`src/hdl/tcw_pkg.sv`:
```
// Shared types, constants and an index helper for the text console writer.
// Depends on nothing; imported by every module of the block.
package tcw_pkg;

   localparam int COLUMNS = 80;
   localparam int ROWS    = 25;
   localparam int CELLS   = ROWS * COLUMNS;
   localparam int CELL_W  = $clog2(CELLS);
   localparam int ROW_W   = 5;
   localparam int COL_W   = 7;

   typedef enum logic [1:0] {
      OP_PUT  = 2'd0,
      OP_SET  = 2'd1,
      OP_READ = 2'd2,
      OP_NONE = 2'd3
   } op_type;

   typedef enum logic [0:0] {
      REG_FG = 1'b0,
      REG_BG = 1'b1
   } reg_index_type;

   typedef struct packed {
      op_type             operation;
      logic [7:0]         char_code;
      logic [ROW_W-1:0]   row;
      logic [COL_W-1:0]   column;
   } req_type;

   typedef struct packed {
      logic [CELL_W-1:0]  cursor_index;
      logic [7:0]         cell_char;
      logic [7:0]         cell_attribute;
      logic               scrolled;
   } rsp_type;

   typedef struct packed {
      logic accept;
      logic clear_step;
      logic scroll_step;
      logic read_done;
   } cmd_type;

   typedef struct packed {
      logic rsp_free;
      logic wrap;
      logic scroll_end;
      logic clear_end;
   } status_type;

   function automatic logic [CELL_W-1:0] clamp_index(input logic [ROW_W-1:0] row,
                                                     input logic [COL_W-1:0] column);
      logic [CELL_W-1:0] rr;
      logic [CELL_W-1:0] cc;
      rr = (CELL_W'(row) > CELL_W'(ROWS - 1)) ? CELL_W'(ROWS - 1) : CELL_W'(row);
      cc = (CELL_W'(column) > CELL_W'(COLUMNS - 1)) ? CELL_W'(COLUMNS - 1)
                                                    : CELL_W'(column);
      return CELL_W'(rr * CELL_W'(COLUMNS)) + cc;
   endfunction

endpackage

```
`src/hdl/tcw_ctrl.sv`:
```
// Controller state machine of the text console writer.
// Depends on tcw_pkg; drives commands into tcw_datapath.
module tcw_ctrl
   import tcw_pkg::*;
(
   input  logic       clock,
   input  logic       reset,
   input  logic       req_valid,
   input  op_type     req_op,
   input  status_type status,
   output logic       req_ready,
   output cmd_type    cmd
);

   typedef enum logic [4:0] {
      ST_CLEAR  = 5'b00001,
      ST_IDLE   = 5'b00010,
      ST_READ   = 5'b00100,
      ST_SCROLL = 5'b01000,
      ST_WIPE   = 5'b10000
   } state_type;

   state_type state_ff;
   state_type state_in;

   always_comb begin
      state_in        = state_ff;
      req_ready       = 1'b0;
      cmd             = '0;
      unique case (state_ff)
         ST_CLEAR: begin
            cmd.clear_step = 1'b1;
            if (status.clear_end) state_in = ST_IDLE;
         end
         ST_IDLE: begin
            req_ready  = status.rsp_free;
            cmd.accept = req_valid && status.rsp_free;
            if (cmd.accept) begin
               if (req_op == OP_READ) state_in = ST_READ;
               else if (req_op == OP_PUT && status.wrap) state_in = ST_SCROLL;
            end
         end
         ST_READ: begin
            cmd.read_done = 1'b1;
            state_in      = ST_IDLE;
         end
         ST_SCROLL: begin
            cmd.scroll_step = 1'b1;
            if (status.scroll_end) state_in = ST_WIPE;
         end
         ST_WIPE: begin
            cmd.clear_step = 1'b1;
            if (status.clear_end) state_in = ST_IDLE;
         end
         default: state_in = ST_CLEAR;
      endcase
   end

   always_ff @(posedge clock) begin
      if (reset) state_ff <= ST_CLEAR;
      else state_ff <= state_in;
   end

endmodule

```
`config.mk`:
```
export PLATFORM = sky130hd
export DESIGN_NAME = tcw_ctrl
export DESIGN_NICKNAME = d
export VERILOG_FILES = /design/src/hdl/tcw_pkg.sv /design/src/hdl/tcw_ctrl.sv
export SDC_FILE = /design/constraint.sdc
export NUM_CORES = 1
export LEC_CHECK = 0
export BUFFER_PORTS_ARGS = -buffer_cell sky130_fd_sc_hd__buf_2
export CORE_AREA = 10 10 47 49
export CTS_BUF_LIST = sky130_fd_sc_hd__clkbuf_4 sky130_fd_sc_hd__clkbuf_8 sky130_fd_sc_hd__clkbuf_16
export CTS_CLUSTER_DIAMETER = 60
export CTS_CLUSTER_SIZE = 20
export DETAILED_ROUTE_END_ITERATION = 12
export DIE_AREA = 0 0 57 59
export SKIP_CTS_REPAIR_TIMING = 1
export SLEW_MARGIN = 20
export SYNTH_ARGS = -nofsm -noshare
export SYNTH_HDL_FRONTEND = slang
export SYNTH_SLANG_ARGS = --single-unit
```
`constraint.sdc`:
```
create_clock -name clock -period 1.35 [get_ports clock]
set_input_delay 0.2025 -clock clock [delete_from_list [all_inputs] [get_ports clock]]
set_output_delay 0.2025 -clock clock [all_outputs]
set_load 0.05 [all_outputs]
```
### Yosys cells after proc, flatten, opt, wreduce, memory -nomap -nowiden

Index checks and enable logic that the tools add are counted.

| word-level totals | value |
|---|---|
| register bits | 5 |
| input port bits | 9 |
| logic and storage cells | 27 |

| operators by class | value |
|---|---|
| equal/unequal tests | 10 |
| muxes and demuxes | 11 |
| reductions and logical operators | 5 |

Operators with widths:

| cell | number |
|---|---|
| $mux 5 | 5 |
| $pmux 5 s4 | 1 |
| $eq 5x1->1 const B | 1 |
| $eq 5x2->1 const B | 1 |
| $eq 5x3->1 const B | 1 |
| $eq 5x4->1 const B | 1 |
| $eq 5x5->1 const B | 1 |
| $mux 1 | 5 |
| $ne 2x2->1 const B | 2 |
| $reduce_and 4->1 | 1 |
| $ne 3x3->1 const B | 1 |
| $eq 2x2->1 const B | 1 |
| $logic_and 1x1->1 | 2 |
| $logic_not 2->1 | 1 |
| $ne 2x1->1 const B | 1 |
| $reduce_or 2->1 | 1 |

### Logic depth before layout (Yosys ltp)

Gate-level depths: netlist of the first run.

| depth | value |
|---|---|
| depth in word-level cells | 6 |
| mapped depth | 5 |
| gate-level depth less buffers | 4 |

### Worst setup path before layout of the first run

No wires, ideal clock.

| timing | value |
|---|---|
| path kind | flip-flop to output port |
| from | register state_ff[1] |
| to | output cmd[0] (netlist bit) |
| arrival time | 1.814 ns |
| path slack | -0.667 ns |
| cell stages (with the launch flop) | 3 |
| path buffers | 0 |
| cell sequence | dfxtp_1 -> or2_2 -> nor3b_1 |

RTL lines:

| item | line | RTL |
|---|---|---|
| start: declaration | tcw_ctrl.sv:23 | `state_type state_ff;` |
| start signal: assignment | tcw_ctrl.sv:61 | `else state_ff <= state_in;` |
| end: declaration | tcw_ctrl.sv:12 | `output cmd_type cmd` |

==> qor.csv, run 1 <==
stage,metric,value,unit
finish,syn_to_final_growth,98.2,%
power_and_ir_drop,switching_share,42.0,%
detailed_routing,wire_per_inst,13.8,um
setup_path,crit_buf_inv,1,
die,core,0.00140,sq mm
detailed_routing,drtIter0Drc,0,
synth,yosysWarnings,0,
die,die_area,0.00336,sq mm
sta,fin_crit,1600,ps
setup_path,path_cells,nor4_4 > and3_4 > and2_4 > buf_8,
sta,fin_ws,-251,ps
clock_tree,cts.clk_slew.worst_paths,50,ps
global_routing,grt_use_total,6.67,%
detailed_routing,ant_nets,0,
sta,rsz0062_at_grt,true,
power_and_ir_drop,internal_power,866,uW
placed_design,dp_cells,80,
global_routing,grt_start_max_net_pins,8,
setup_path,arrival,1400,ps
sta,fin_setup_tns,-1630,ps
synth,synth_cell_types,28,
run_status,violations,negative setup slack,
finish,largest_reg_flops,5,
detailed_routing,firstDrtPassIters,1,
power_and_ir_drop,ir_worst_vdd,0.000802,V
placed_design,post-place-ws,-119,ps
setup_path,startpoint_type,flop,
detailed_routing,dr_total_vias,446,
synth,postSynthCellCount,43,
setup_path,path_delay_family,simple AND/OR/NAND/NOR gates,
power_and_ir_drop,power.switching,626,uW
global_routing,antenna_found_initial,0,
synth,synth_fp_nets,52,
sta,slew_headroom,73.5,%
synth,synth_edf_count,0,
power_and_ir_drop,p_comb_share,68.9,%
power_and_ir_drop,clkPwrFrac,13.2,%
die,die_y,59,um
finish,layout_commonest_cell,buf_4,
finish,finish.utilization,49.7,%
finish,reg.largest.list,state_ff (5),
die,start_util,25.1,%
synth,syn_area_per_cell,8.18,sq um
global_routing,grt_pass1_vias,469,
global_routing,overflow,0,
setup_path,critPathMaxStageDelay,350,ps
setup_path,end_kind,output port,
detailed_routing,via_per_inst,5.13,
power_and_ir_drop,power.total,1490,uW
setup_path,crit_required,1150,ps
synth,seq_area_frac_synth,28.5,%
die,ios,14,
setup_path,cp_slowest_cell,dfxtp_4,
placed_design,io_buffers,13,
clock_tree,cts_buffer_depth,2,
finish,largest-register,state_ff,
die,rows,14,
finish,nets,81,
clock_tree,clock-sinks,5,
detailed_routing,wl,1.20,mm
power_and_ir_drop,seqPwrFrac,17.9,%
min_path,hold_path_class,in2reg,
detailed_routing,route.detailed.drc,0,
sta,hold_viol,0,
global_routing,grt_pass1_wl,1.85,mm
sta,fmax,625,MHz
clock_tree,clock_latency,240,ps
sta,skew,1.44,ps
die,die_x,57,um
finish,antenna_cells,0,
finish,stdcell_count,87,
clock_tree,root_buffer,clkbuf_4,
synth,async_reset_ff_share,0,%
power_and_ir_drop,power.density,2140,mW/mm^2
sta,post-route-period-util,119,%
sta,setup_violations,10,
synth,synth-seq-cells,5,
placed_design,place_hpwl,885,um
synth,syn_area,352,sq um
clock_tree,cts_max_level,1,
power_and_ir_drop,cellLeakagePower,0.000313,uW
placed_design,routabilityCongestion,0.781,
clock_tree,cts_tree,done,
sta,worst_slew_pin_slew,396,ps
setup_path,path_class,reg2out,
run_status,status,"complete, but fails checks",
setup_path,cp_max_fo,3,
sta,slew_viol_final,0,
finish,drive_above_1_share,71.8,%
finish,most-common-layout-cells,"buf_4, buf_2, clkbuf_4, buf_6, dfxtp_4",
clock_tree,numCtsBuffers,3,
synth,synth_ff_type,dfxtp_1,
job,cap_violations,0,
synthesized netlist by cell type (2+ instances only):
master,n,area share [%]
dfxtp_1,5,28
nor2_1,4,4.3
o21ai_0,3,4.3
and3_1,2,3.6
buf_4,2,4.3
inv_1,2,2.1
nand2_1,2,2.1
nor4_1,2,3.6
o211ai_1,2,4.3
power by group through the flow:
stage               combinational (uW)  clock (uW)  sequential [uW]
CTS                                794         205              259
detailed placement                 793           0              262
floorplan                          544           0              259
global route                      1100         214              279
global placement                   784           0              260
finish                            1030         197              267
kinds of logic after synthesis:
kind of cell | share of synthesized area, %
flops | 28.5
xor+xnor | 4.98
simple gates | 31.0
buf+inv | 6.41
compound gates | 29.2
final timing paths:
kind | depth (start not counted) | start | slack (ps) | endpoint
hold / removal | 2 | reset | 200 | state_ff[2]$_SDFFE_PP0P_
setup reg to reg | 4 | state_ff[3]$_SDFFE_PP0P_ | -200 | state_ff[0]$_SDFFE_PP1P_
hold reg to reg | 2 | state_ff[4]$_SDFFE_PP0P_ | 620 | state_ff[4]$_SDFFE_PP0P_
setup / recovery | 4 | state_ff[0]$_SDFFE_PP1P_ | -250 | cmd[3]
routing by layer:
metal | up-vias | wire length [um] | part of all wire [%] | track usage (%)
met1 | 211 | 462 | 39 | 6.70
li1 | 221 | - | - | -
met2 | 12 | 616 | 51 | 10.7
met3 | 2 | 110 | 9.2 | 2.79
met4 | 0 | 11 | 0.92 | 5.37
met5 | - | 0 | 0 | 0
cell type report:
cell class                      instances  area [sq um]
Fill cell                             151           704
Multi-Input combinational cell         34           324
Timing Repair Buffer                   26           203
Sequential cell                         5           113
Clock buffer                            4          30.0
Tap cell                               16          20.0
Inverter                                2          7.51
worst reg2reg max path: stages, from the launching register on:
cell and delay [ps]:
dfxtp_4 360, or2_4 240, or4_4 570, o211ai_4 120, a221o_1 190
per-stage QoR:
step | hold WS (ps) | area [sq um]
finish | 203 | 697
global route | 207 | 697
CTS | 176 | 577
detailed placement | 434 | 547
global placement | 433 | 547
floorplan | 267 | 405
Power figures use the tool's default switching activity.
==> run 2, diff against run 1 <==
==> constraint.sdc (replaced) <==
create_clock -name clock -period 1.8 [get_ports clock]
set_input_delay 0.27 -clock clock [delete_from_list [all_inputs] [get_ports clock]]
set_output_delay 0.27 -clock clock [all_outputs]
set_load 0.05 [all_outputs]
==> run 2 against run 1 <==
Against the previous run:
- global-route usage decreased by 1.1 points
- worst setup slack improved by 360 ps
- the flow now finishes without violations
- via count decreased by 13%
- largest cell class unchanged
- sequential power decreased by 31%
==> qor.csv, run 2 (same netlist as run 1, synthesis figures left out) <==
stage,metric,value,unit
run_status,status,"complete, no violations",
finish,fillCellCount,160,
detailed_routing,ant_nets,0,
clock_tree,cts.clk_slew.worst_paths,40,ps
sta,worst_slew_pin_slew,433,ps
detailed_routing,wire_per_inst,11.9,um
placed_design,placed_area,457,sq um
sta,fmax,593,MHz
detailed_routing,dr_total_vias,388,
sta,fin_ws,112,ps
min_path,hold_path_class,in2reg,
power_and_ir_drop,power.density,1630,mW/mm^2
detailed_routing,via_per_inst,5.04,
global_routing,grt_use_total,5.57,%
clock_tree,clock-sinks,5,
finish,most-common-layout-cells,"buf_2, dfxtp_1, nor2_1, clkbuf_4",
power_and_ir_drop,cellLeakagePower,0.000240,uW
setup_path,crit_required,1530,ps
setup_path,cp_slowest_cell,dfxtp_1,
finish,final_area,499,sq um
placed_design,routabilityCongestion,0.788,
sta,whs,251,ps
finish,syn_to_final_growth,42.0,%
finish,largest-register,state_ff,
finish,layout_commonest_cell,buf_2,
finish,antenna_cells,0,
die,die_area,0.00336,sq mm
sta,setup_violations,0,
clock_tree,root_buffer,clkbuf_4,
finish,largest_reg_flops,5,
placed_design,place_hpwl,780,um
clock_tree,numCtsBuffers,3,
job,cap_violations,0,
clock_tree,cts_tree,done,
die,die_y,59,um
setup_path,end_kind,output port,
detailed_routing,wl,917,um
sta,slew_viol_final,0,
global_routing,grt_start_max_net_pins,8,
setup_path,cp_max_fo,7,
die,rows,14,
power_and_ir_drop,ir_worst_vdd,0.000693,V
placed_design,post-place-ws,218,ps
clock_tree,cts_buffer_depth,2,
clock_tree,cts_max_level,1,
finish,reg.largest.list,state_ff (5),
setup_path,path_delay_family,simple AND/OR/NAND/NOR gates,
sta,hold_viol,0,
clock_tree,clock_latency,240,ps
setup_path,crit_buf_inv,1,
global_routing,antenna_found_initial,0,
setup_path,startpoint_type,flop,
sta,skew,0.355,ps
setup_path,arrival,1420,ps
sta,slew_headroom,71.0,%
global_routing,grt_pass1_wl,1.50,mm
sta,rsz0062_at_grt,false,
setup_path,path_class,reg2out,
detailed_routing,firstDrtPassIters,4,
detailed_routing,route.detailed.drc,0,
sta,post-route-period-util,93.8,%
sta,fin_crit,1690,ps
finish,multi_input_area,248,sq um
die,ios,14,
global_routing,grt_pass1_vias,372,
finish,stdcell_count,77,
setup_path,critPathMaxStageDelay,360,ps
detailed_routing,drtIter0Drc,3,
setup_path,path_cells,nor4_2 > and3_2 > and2_2 > buf_6,
placed_design,dp_cells,73,
finish,seq_area,100,sq um
die,core,0.00140,sq mm
die,die_x,57,um
global_routing,overflow,0,
finish,drive_above_1_share,45.9,%
finish,nets,71,
placed_design,io_buffers,13,
die,start_util,25.1,%
-- run 2: cell types whose count changed in the layout (fill, tap and decap cells not counted), moves of 2 or more --
cell	change
nor2_1	+2
dfxtp_1	+4
buf_2	+3
buf_8	-2
buf_6	-3
dfxtp_4	-3
buf_4	-8
-- run 2: worst paths after layout --
kind	cells after the start	endpoint	slack (ps)	startpoint
worst max-delay path	4	cmd[3]	110	state_ff[2]$_SDFFE_PP0P_
worst min-delay path	2	state_ff[4]$_SDFFE_PP0P_	250	reset
worst max register to register	4	state_ff[4]$_SDFFE_PP0P_	230	state_ff[3]$_SDFFE_PP0P_
worst min register to register	3	state_ff[2]$_SDFFE_PP0P_	620	state_ff[1]$_SDFFE_PP0P_
-- run 2: area by class of cell --
cell class                 count  area share (%)
clock buffer                   4            6.02
inverter                       2            1.50
tap                           16            4.01
sequential                     5            20.1
multi-input combinational     34            49.6
timing repair buffer          16            18.8
-- run 2: worst register-to-register path: stages, from the launching register on --
cell      delay (ps)
dfxtp_1          360
or2_2            340
or4_4            470
a31oi_1          190
a311oi_1          60
-- run 2: per-layer routing --
layer / part of all wire [%] / vias up / GRT usage (%)
li1: - / 199 / -
met1: 46 / 174 / 5.91
met2: 45 / 13 / 8.37
met3: 6.9 / 2 / 2.79
met4: 2.1 / 0 / 4.03
met5: 0 / - / 0
-- run 2: metrics by stage --
step / TNS [ps] / total power (uW) / utilization, %
floorplan: 0 / 541 / -
global placement: 0 / 662 / 32.6
detailed placement: 0 / 664 / 32.6
CTS: -56.0 / 812 / 34.7
global route: 0 / 873 / 35.6
finish: 0 / 812 / 35.6
-- run 2: power breakdown --
part,internal [uW],leakage (uW),switching [uW]
sequential,146,0.0000410,38.0
clock,98.8,0.0000184,45.4
combinational,201,0.000180,282
total,446,0.000240,366
